**config.mk**
```make
export PLATFORM = sky130hd
export DESIGN_NAME = lfu_cache_lru_tiebreak
export DESIGN_NICKNAME = d
export VERILOG_FILES = /design/src/rtl/core/lfu_pkg.sv /design/src/rtl/core/lfu_cache_lru_tiebreak.sv /design/src/rtl/core/lfu_store.sv /design/src/rtl/core/lfu_scan.sv
export SDC_FILE = /design/constraint.sdc
export NUM_CORES = 2
export LEC_CHECK = 0
export ABC_AREA = 1
export BUFFER_PORTS_ARGS = -buffer_cell sky130_fd_sc_hd__buf_2
export CAP_MARGIN = 10
export CORE_MARGIN = 4
export CORE_UTILIZATION = 65
export CTS_BUF_LIST = sky130_fd_sc_hd__clkbuf_8
export DETAILED_ROUTE_END_ITERATION = 10
export PLACE_DENSITY = 0.86
export SLEW_MARGIN = 40
export SYNTH_ARGS = -nofsm -noshare
export SYNTH_HDL_FRONTEND = slang
export SYNTH_SLANG_ARGS = --single-unit
```
**constraint.sdc**
```tcl
create_clock -name i_clk -period 10.35 [get_ports i_clk]
set_input_delay 2.07 -clock i_clk [delete_from_list [all_inputs] [get_ports i_clk]]
set_output_delay 2.07 -clock i_clk [all_outputs]
set_load 0.01 [all_outputs]
```
**src/rtl/core/lfu_pkg.sv**
```systemverilog
package lfu_pkg;

    localparam int ENTRIES    = 16;
    localparam int COUNT_BITS = 16;
    localparam int KEY_W      = 32;
    localparam int VAL_W      = 32;
    localparam int STAMP_W    = 32;
    localparam int CFG_W      = 5;
    localparam int IDX_W      = (ENTRIES > 1) ? $clog2(ENTRIES) : 1;
    localparam int FILL_W     = $clog2(ENTRIES + 1);
    localparam int CMP_W      = (FILL_W > CFG_W) ? FILL_W : CFG_W;

    localparam logic [CFG_W-1:0]      CAP_RESET = CFG_W'(16);
    localparam logic [VAL_W-1:0]      NO_VALUE  = {VAL_W{1'b1}};
    localparam logic [COUNT_BITS-1:0] COUNT_MAX = {COUNT_BITS{1'b1}};
    localparam logic                  MODE_GET  = 1'b0;
    localparam logic                  MODE_SET  = 1'b1;

    typedef enum logic [1:0] {
        ST_IDLE,
        ST_SCAN,
        ST_UPDATE,
        ST_FINISH
    } t_state;

    typedef struct packed {
        logic                    mode;
        logic signed [KEY_W-1:0] lookup_key;
        logic signed [VAL_W-1:0] write_value;
    } t_item;

    typedef struct packed {
        logic                    hit;
        logic signed [VAL_W-1:0] read_value;
    } t_result;

    typedef struct packed {
        logic                  valid;
        logic [KEY_W-1:0]      key;
        logic [VAL_W-1:0]      value;
        logic [COUNT_BITS-1:0] count;
        logic [STAMP_W-1:0]    stamp;
    } t_entry;

    typedef struct packed {
        logic                  en;
        logic [IDX_W-1:0]      idx;
        logic [KEY_W-1:0]      key;
        logic [VAL_W-1:0]      value;
        logic [COUNT_BITS-1:0] count;
        logic [STAMP_W-1:0]    stamp;
    } t_store_wr;

    typedef struct packed {
        logic             clear;
        logic             step;
        logic [IDX_W-1:0] idx;
    } t_scan_ctl;

    typedef struct packed {
        logic                  match;
        logic [IDX_W-1:0]      match_idx;
        logic [VAL_W-1:0]      match_value;
        logic [COUNT_BITS-1:0] match_count;
        logic                  free;
        logic [IDX_W-1:0]      free_idx;
        logic                  vict;
        logic [IDX_W-1:0]      vict_idx;
    } t_scan_res;

endpackage

```
**src/rtl/core/lfu_cache_lru_tiebreak.sv**
```systemverilog
// flow: an accepted word runs the entry scan (ST_SCAN), then ST_UPDATE, then ST_FINISH,
//   which loads the output register; a new word is taken only in ST_IDLE, after that,
//   and the scan steps one entry per cycle through a single shared compare unit;
//   a result still waiting in the output register holds the block until it drains
// reset: synchronous active-low i_rst_n clears all valid bits, touch clock and
//   fill count, sets capacity to 16; no clearing pass, ready right after reset
module lfu_cache_lru_tiebreak (
    input  logic                      i_clk,
    input  logic                      i_rst_n,
    input  logic                      i_cfg_we,
    input  logic [lfu_pkg::CFG_W-1:0] i_cfg_wdata,
    input  logic                      i_valid,
    output logic                      o_ready,
    input  lfu_pkg::t_item            i_item,
    output logic                      o_valid,
    input  logic                      i_ready,
    output lfu_pkg::t_result          o_result
);

    localparam logic [lfu_pkg::IDX_W-1:0] LAST_IDX = lfu_pkg::IDX_W'(lfu_pkg::ENTRIES - 1);

    lfu_pkg::t_state r_state, n_state;

    // control and bookkeeping
    logic [lfu_pkg::CFG_W-1:0]   r_cap;
    logic [lfu_pkg::STAMP_W-1:0] r_touch_clock, n_touch_clock;
    logic [lfu_pkg::FILL_W-1:0]  r_fill, n_fill;
    logic [lfu_pkg::IDX_W-1:0]   r_idx, n_idx;
    logic                        r_out_valid, n_out_valid;

    // payload
    lfu_pkg::t_item   r_item;
    lfu_pkg::t_result r_res, n_res;
    lfu_pkg::t_result r_out, n_out;

    lfu_pkg::t_scan_ctl scan_ctl;
    lfu_pkg::t_scan_res scan_res;
    lfu_pkg::t_entry    rd_entry;
    lfu_pkg::t_store_wr store_wr;

    logic                        accept;
    logic                        out_free;
    logic [lfu_pkg::CMP_W-1:0]   cap_eff;
    logic [lfu_pkg::CMP_W-1:0]   fill_ext;
    logic                        full;
    logic                        use_vict;

    assign accept   = i_valid && o_ready;
    assign out_free = !r_out_valid || i_ready;

    // effective capacity is the register clamped to the number of entries
    always_comb begin
        cap_eff = lfu_pkg::CMP_W'(r_cap);
        if (cap_eff > lfu_pkg::CMP_W'(lfu_pkg::ENTRIES)) begin
            cap_eff = lfu_pkg::CMP_W'(lfu_pkg::ENTRIES);
        end
    end
    assign fill_ext = lfu_pkg::CMP_W'(r_fill);
    assign full     = fill_ext >= cap_eff;
    // evict when full, or when no free slot turned up in the scan
    assign use_vict = full || !scan_res.free;

    lfu_store u_store (
        .i_clk    (i_clk),
        .i_rst_n  (i_rst_n),
        .i_rd_idx (r_idx),
        .i_wr     (store_wr),
        .o_rd     (rd_entry)
    );

    lfu_scan u_scan (
        .i_clk         (i_clk),
        .i_rst_n       (i_rst_n),
        .i_ctl         (scan_ctl),
        .i_entry       (rd_entry),
        .i_key         (r_item.lookup_key),
        .i_touch_clock (r_touch_clock),
        .o_res         (scan_res)
    );

    // next state
    always_comb begin
        n_state = r_state;
        unique case (r_state)
            lfu_pkg::ST_IDLE: begin
                if (accept) begin
                    n_state = lfu_pkg::ST_SCAN;
                end
            end
            lfu_pkg::ST_SCAN: begin
                if (r_idx == LAST_IDX) begin
                    n_state = lfu_pkg::ST_UPDATE;
                end
            end
            lfu_pkg::ST_UPDATE: begin
                n_state = lfu_pkg::ST_FINISH;
            end
            lfu_pkg::ST_FINISH: begin
                if (out_free) begin
                    n_state = lfu_pkg::ST_IDLE;
                end
            end
            default: begin
                n_state = lfu_pkg::ST_IDLE;
            end
        endcase
    end

    // outputs and datapath control
    always_comb begin
        o_ready        = 1'b0;
        scan_ctl.clear = 1'b0;
        scan_ctl.step  = 1'b0;
        scan_ctl.idx   = r_idx;
        n_idx          = r_idx;
        n_touch_clock  = r_touch_clock;
        n_fill         = r_fill;
        n_res          = r_res;
        n_out          = r_out;
        n_out_valid    = r_out_valid;
        store_wr.en    = 1'b0;
        store_wr.idx   = scan_res.match_idx;
        store_wr.key   = r_item.lookup_key;
        store_wr.value = r_item.write_value;
        store_wr.count = lfu_pkg::COUNT_BITS'(1);
        store_wr.stamp = r_touch_clock;

        if (r_out_valid && i_ready) begin
            n_out_valid = 1'b0;
        end

        unique case (r_state)
            lfu_pkg::ST_IDLE: begin
                o_ready        = 1'b1;
                scan_ctl.clear = 1'b1;
                n_idx          = '0;
            end
            lfu_pkg::ST_SCAN: begin
                scan_ctl.step = 1'b1;
                n_idx         = r_idx + 1'b1;
            end
            lfu_pkg::ST_UPDATE: begin
                n_res.hit        = 1'b0;
                n_res.read_value = lfu_pkg::NO_VALUE;
                if (cap_eff != '0) begin
                    if (scan_res.match) begin
                        // hit: refresh value on set, bump count, stamp touch
                        n_res.hit   = 1'b1;
                        store_wr.en = 1'b1;
                        if (r_item.mode == lfu_pkg::MODE_GET) begin
                            n_res.read_value = scan_res.match_value;
                            store_wr.value   = scan_res.match_value;
                        end
                        if (scan_res.match_count != lfu_pkg::COUNT_MAX) begin
                            store_wr.count = scan_res.match_count + 1'b1;
                        end else begin
                            store_wr.count = scan_res.match_count;
                        end
                        n_touch_clock = r_touch_clock + 1'b1;
                    end else if (r_item.mode == lfu_pkg::MODE_SET) begin
                        // insert with count 1, reusing the victim slot when full or no slot is free
                        if (use_vict) begin
                            store_wr.idx = scan_res.vict_idx;
                            store_wr.en  = scan_res.vict;
                        end else begin
                            store_wr.idx = scan_res.free_idx;
                            store_wr.en  = 1'b1;
                            n_fill       = r_fill + 1'b1;
                        end
                        if (store_wr.en) begin
                            n_touch_clock = r_touch_clock + 1'b1;
                        end
                    end
                end
            end
            lfu_pkg::ST_FINISH: begin
                if (out_free) begin
                    n_out       = r_res;
                    n_out_valid = 1'b1;
                end
            end
            default: begin
                o_ready = 1'b0;
            end
        endcase
    end

    always_ff @(posedge i_clk) begin
        if (!i_rst_n) begin
            r_state       <= lfu_pkg::ST_IDLE;
            r_cap         <= lfu_pkg::CAP_RESET;
            r_touch_clock <= '0;
            r_fill        <= '0;
            r_idx         <= '0;
            r_out_valid   <= 1'b0;
        end else begin
            r_state       <= n_state;
            r_touch_clock <= n_touch_clock;
            r_fill        <= n_fill;
            r_idx         <= n_idx;
            r_out_valid   <= n_out_valid;
            if (i_cfg_we) begin
                r_cap <= i_cfg_wdata;
            end
        end
    end

    // item and result payload
    always_ff @(posedge i_clk) begin
        if (accept) begin
            r_item <= i_item;
        end
        r_res <= n_res;
        r_out <= n_out;
    end

    assign o_valid  = r_out_valid;
    assign o_result = r_out;

endmodule

```
**src/rtl/core/lfu_store.sv**
```systemverilog
module lfu_store (
    input  logic                  i_clk,
    input  logic                  i_rst_n,
    input  logic [lfu_pkg::IDX_W-1:0] i_rd_idx,
    input  lfu_pkg::t_store_wr    i_wr,
    output lfu_pkg::t_entry       o_rd
);

    logic [lfu_pkg::ENTRIES-1:0]    r_valid;
    logic [lfu_pkg::KEY_W-1:0]      r_key   [lfu_pkg::ENTRIES];
    logic [lfu_pkg::VAL_W-1:0]      r_value [lfu_pkg::ENTRIES];
    logic [lfu_pkg::COUNT_BITS-1:0] r_count [lfu_pkg::ENTRIES];
    logic [lfu_pkg::STAMP_W-1:0]    r_stamp [lfu_pkg::ENTRIES];

    always_ff @(posedge i_clk) begin
        if (!i_rst_n) begin
            r_valid <= '0;
        end else if (i_wr.en) begin
            r_valid[i_wr.idx] <= 1'b1;
        end
    end

    // entry payload, only read while valid
    always_ff @(posedge i_clk) begin
        if (i_wr.en) begin
            r_key[i_wr.idx]   <= i_wr.key;
            r_value[i_wr.idx] <= i_wr.value;
            r_count[i_wr.idx] <= i_wr.count;
            r_stamp[i_wr.idx] <= i_wr.stamp;
        end
    end

    always_comb begin
        o_rd.valid = r_valid[i_rd_idx];
        o_rd.key   = r_key[i_rd_idx];
        o_rd.value = r_value[i_rd_idx];
        o_rd.count = r_count[i_rd_idx];
        o_rd.stamp = r_stamp[i_rd_idx];
    end

endmodule

```
**src/rtl/core/lfu_scan.sv**
```systemverilog
module lfu_scan (
    input  logic                        i_clk,
    input  logic                        i_rst_n,
    input  lfu_pkg::t_scan_ctl          i_ctl,
    input  lfu_pkg::t_entry             i_entry,
    input  logic [lfu_pkg::KEY_W-1:0]   i_key,
    input  logic [lfu_pkg::STAMP_W-1:0] i_touch_clock,
    output lfu_pkg::t_scan_res          o_res
);

    logic                           r_match, n_match;
    logic [lfu_pkg::IDX_W-1:0]      r_match_idx, n_match_idx;
    logic [lfu_pkg::VAL_W-1:0]      r_match_value, n_match_value;
    logic [lfu_pkg::COUNT_BITS-1:0] r_match_count, n_match_count;
    logic                           r_free, n_free;
    logic [lfu_pkg::IDX_W-1:0]      r_free_idx, n_free_idx;
    logic                           r_vict, n_vict;
    logic [lfu_pkg::IDX_W-1:0]      r_vict_idx, n_vict_idx;
    logic [lfu_pkg::COUNT_BITS-1:0] r_vict_count, n_vict_count;
    logic [lfu_pkg::STAMP_W-1:0]    r_vict_age, n_vict_age;
    logic [lfu_pkg::STAMP_W-1:0]    age;
    logic                           better;

    // age wraps modulo the stamp width
    assign age    = i_touch_clock - i_entry.stamp;
    assign better = !r_vict || (i_entry.count < r_vict_count) ||
                    ((i_entry.count == r_vict_count) && (age > r_vict_age));

    always_comb begin
        n_match       = r_match;
        n_match_idx   = r_match_idx;
        n_match_value = r_match_value;
        n_match_count = r_match_count;
        n_free        = r_free;
        n_free_idx    = r_free_idx;
        n_vict        = r_vict;
        n_vict_idx    = r_vict_idx;
        n_vict_count  = r_vict_count;
        n_vict_age    = r_vict_age;
        if (i_ctl.clear) begin
            n_match = 1'b0;
            n_free  = 1'b0;
            n_vict  = 1'b0;
        end else if (i_ctl.step) begin
            if (i_entry.valid) begin
                if (!r_match && (i_entry.key == i_key)) begin
                    n_match       = 1'b1;
                    n_match_idx   = i_ctl.idx;
                    n_match_value = i_entry.value;
                    n_match_count = i_entry.count;
                end
                if (better) begin
                    n_vict       = 1'b1;
                    n_vict_idx   = i_ctl.idx;
                    n_vict_count = i_entry.count;
                    n_vict_age   = age;
                end
            end else if (!r_free) begin
                n_free     = 1'b1;
                n_free_idx = i_ctl.idx;
            end
        end
    end

    always_ff @(posedge i_clk) begin
        if (!i_rst_n) begin
            r_match <= 1'b0;
            r_free  <= 1'b0;
            r_vict  <= 1'b0;
        end else begin
            r_match <= n_match;
            r_free  <= n_free;
            r_vict  <= n_vict;
        end
    end

    always_ff @(posedge i_clk) begin
        r_match_idx   <= n_match_idx;
        r_match_value <= n_match_value;
        r_match_count <= n_match_count;
        r_free_idx    <= n_free_idx;
        r_vict_idx    <= n_vict_idx;
        r_vict_count  <= n_vict_count;
        r_vict_age    <= n_vict_age;
    end

    always_comb begin
        o_res.match       = r_match;
        o_res.match_idx   = r_match_idx;
        o_res.match_value = r_match_value;
        o_res.match_count = r_match_count;
        o_res.free        = r_free;
        o_res.free_idx    = r_free_idx;
        o_res.vict        = r_vict;
        o_res.vict_idx    = r_vict_idx;
    end

endmodule

```
==> results.json <==
{
  "cts_hold_buf": 0,
  "hp-start": "r_res[21]",
  "dp_hpwl_mm": 107,
  "synthSimpleGateAreaFrac": 0.0996,
  "power_uw": 19600,
  "layout_common_cells": "edfxtp_1, nor2_1, nand2_1, o21ai_0, inv_1",
  "postSynthCellCount": 6729,
  "rsz0062_at_grt": "no",
  "critPathSlowestCell": "dfxtp_4",
  "clock_path_buffers": 4,
  "hold_path.class": "reg2reg",
  "setup_tns_ps": 0,
  "synth_fp_nets": 6897,
  "drv_slew": 0,
  "synth-main-ff-cell": "edfxtp_1",
  "required_ps": 10950,
  "crit_path_end_kind": "register",
  "cpMostUsedCell": "nand2_1",
  "finalCritPeriodShare": 0.748,
  "postLayoutCellArea_sq_um": 93000,
  "rows": 132,
  "drtIter0Drc": 9541,
  "ant_nets": 0,
  "finalSetupViolations": 0,
  "grt_overflow": 0,
  "final_common_cell": "edfxtp_1",
  "start_util": 0.656,
  "area_growth_pct": 9.37,
  "grt_max_degree": 155,
  "clock_skew_ps": 58.7,
  "synthAdderAreaFrac": 0.0138,
  "report.final.hold_viol_count": 0,
  "max_slew_margin": 0.403,
  "globalplace.congestion": 0.893,
  "min_period_ps": 7740,
  "ys_async_sr_fraction": 0,
  "drv_cap": 0,
  "die_y_um": 370,
  "post_cts_buffers": 0,
  "antenna_found_initial": 3,
  "syn_avg_cell_area_sq_um": 12.6,
  "worst_slew_pin_slew_ps": 895,
  "dp.cells": 8261,
  "cts_tree": "done",
  "drive_above_1_share": 0.0877,
  "fin_cells": 8828,
  "fillers": 7636,
  "fp.dieW_um": 370,
  "syn-cell-area_sq_um": 85000,
  "cp_data_arrival_time_ps": 8340,
  "vdd_drop_max_mv": 0.151,
  "cts_made_buffers": 331,
  "critPathKind": "reg2reg",
  "r2r_cells": 30,
  "rrSetupSlack_ps": 2610,
  "synth_edf_count": 2031,
  "slowest_delay_ps": 830,
  "synthMuxAreaShare": 0,
  "synth_xor_xnor_area_share": 0.00422,
  "drc_errors": 0,
  "clkTransAtPathRegs_ps": 70,
  "avgRoutedWirePerCell_um": 24.4,
  "vias": 57600,
  "hold_depth": 0,
  "synth_top_family_by_area": "compound AO/OA/AOI/OAI gates",
  "cts_sinks": 2103,
  "coreArea_sq_um": 130000,
  "cts.htree.levels": 5,
  "cp-start-kind": "register",
  "final_core_util": 0.717,
  "p_leak_uw": 0.0324,
  "dpl_cell_area_sq_um": 87100,
  "design.die.area_sq_um": 137000,
  "drt_first_pass_iters": 8,
  "clock.fmax_ghz": 0.129,
  "ys_warn_count": 0,
  "num_io_pins": 110,
  "ys_types": 43,
  "status": "finished clean",
  "synth_seq_area_share": 0.734,
  "r2r-end": "u_scan.r_vict_age[8]",
  "fin_nets": 7022,
  "track_usage": 0.308,
  "grt_pass1_vias": 56700,
  "power.density_nw_per_um2": 211,
  "ctsResizeCount": 0,
  "crit_fanout": 127,
  "synth-compound-area-share": 0.111,
  "whs_endpoint": "o_result[21]",
  "grt_pass1_wl_mm": 321,
  "cts_root_buf": "clkbuf_8",
  "clkLatencyLatePin_ps": 1000,
  "io_buffers": 109,
  "wl_mm": 215,
  "ys_seq_elements": 2103,
  "via_per_inst": 6.53
}
Yosys cell counts (86+ instances only):
| cell | instances | area, sq um |
|---|---|---|
| nand3_1 | 309 | 1550 |
| o22ai_1 | 125 | 782 |
| nor2_1 | 902 | 3390 |
| o21ai_0 | 761 | 3810 |
| a21oi_1 | 264 | 1320 |
| buf_2 | 86 | 430 |
| o221ai_1 | 197 | 1730 |
| nand2_1 | 782 | 2940 |
| edfxtp_1 | 2031 | 61000 |
| o211ai_1 | 120 | 901 |
| ha_1 | 92 | 1150 |
| clkbuf_1 | 252 | 946 |
| inv_1 | 408 | 1530 |
power by group:
group	switching, uW	total [uW]	internal [uW]
Combinational	2460	3410	958
Clock	3090	6310	3220
Sequential	203	9850	9650
Total	5750	19600	13800
how the worst max path moves through the flow:
stage | to | startpoint | cells past startpoint | slack, ps
3_5_place_dp | u_scan.r_vict_age[27] | register | 26 | 2840
3_3_place_gp | u_scan.r_vict_age[31] | register | 27 | 2850
6_report | u_scan.r_vict_age[8] | register | 30 | 2610
5_1_grt | u_scan.r_vict_age[12] | register | 30 | 2020
2_1_floorplan | u_scan.r_vict_age[0] | register | 31 | 2660
4_1_cts | u_scan.r_vict_age[8] | register | 26 | 2800
per-stage QoR:
stage / worst slack (ps) / hold WS, ps
after global placement: 2850 / 403
after global routing: 2020 / 388
after CTS: 2800 / 391
final: 2610 / 390
after floorplan: 2660 / 400
after detailed placement: 2840 / 405
final cells by class:
cell class / count / area, sq um / area share
Antenna cell: 5 / 12.5 / 0.000135
Clock buffer: 342 / 4710 / 0.0506
Clock inverter: 218 / 1070 / 0.0115
Inverter: 414 / 1710 / 0.0184
Multi-Input combinational cell: 3829 / 19500 / 0.210
Sequential cell: 2103 / 62500 / 0.672
Tap cell: 1742 / 2180 / 0.0234
Timing Repair Buffer: 175 / 1360 / 0.0147
logic make-up (layout without fill, tap and decap cells):
group           after synthesis  count (layout)
flops                      2103            2103
simple gates               2095            2095
compound gates             1600            1600
buf+inv                     797            1149
fa+ha+maj                    93              93
xor+xnor                     41              41
other cells                   0               5
per-layer routing:
metal  track usage  part of all wire
met3        0.0567              0.12
met5             0          0.000065
met4         0.171             0.053
met1         0.402              0.35
met2         0.495              0.48
state kept, by name (all words and copies together) (netlist names), 2 cells and up, named ones only:
register / cells
fill_ext: 5
o_result: 33
r_cap: 5
r_idx: 4
r_item: 65
r_res: 33
r_state: 2
r_touch_clock: 32
u_scan.r_free_idx: 4
u_scan.r_match_count: 16
u_scan.r_match_idx: 4
u_scan.r_match_value: 32
u_scan.r_vict_age: 32
u_scan.r_vict_count: 16
u_scan.r_vict_idx: 4
u_store.r_count: 256
u_store.r_key: 512
u_store.r_stamp: 512
u_store.r_valid: 16
u_store.r_value: 512
critical path: cells and delay by family (launching register included):
family                     cells  cell delay, ps
AOI/OAI and AO/OA              9            2630
adders and majority gates      2             630
buffers and inverters          6            1360
DFF                            1             830
and+or+nand+nor               13            1710
Note: power is estimated with default switching activity, not from simulation.
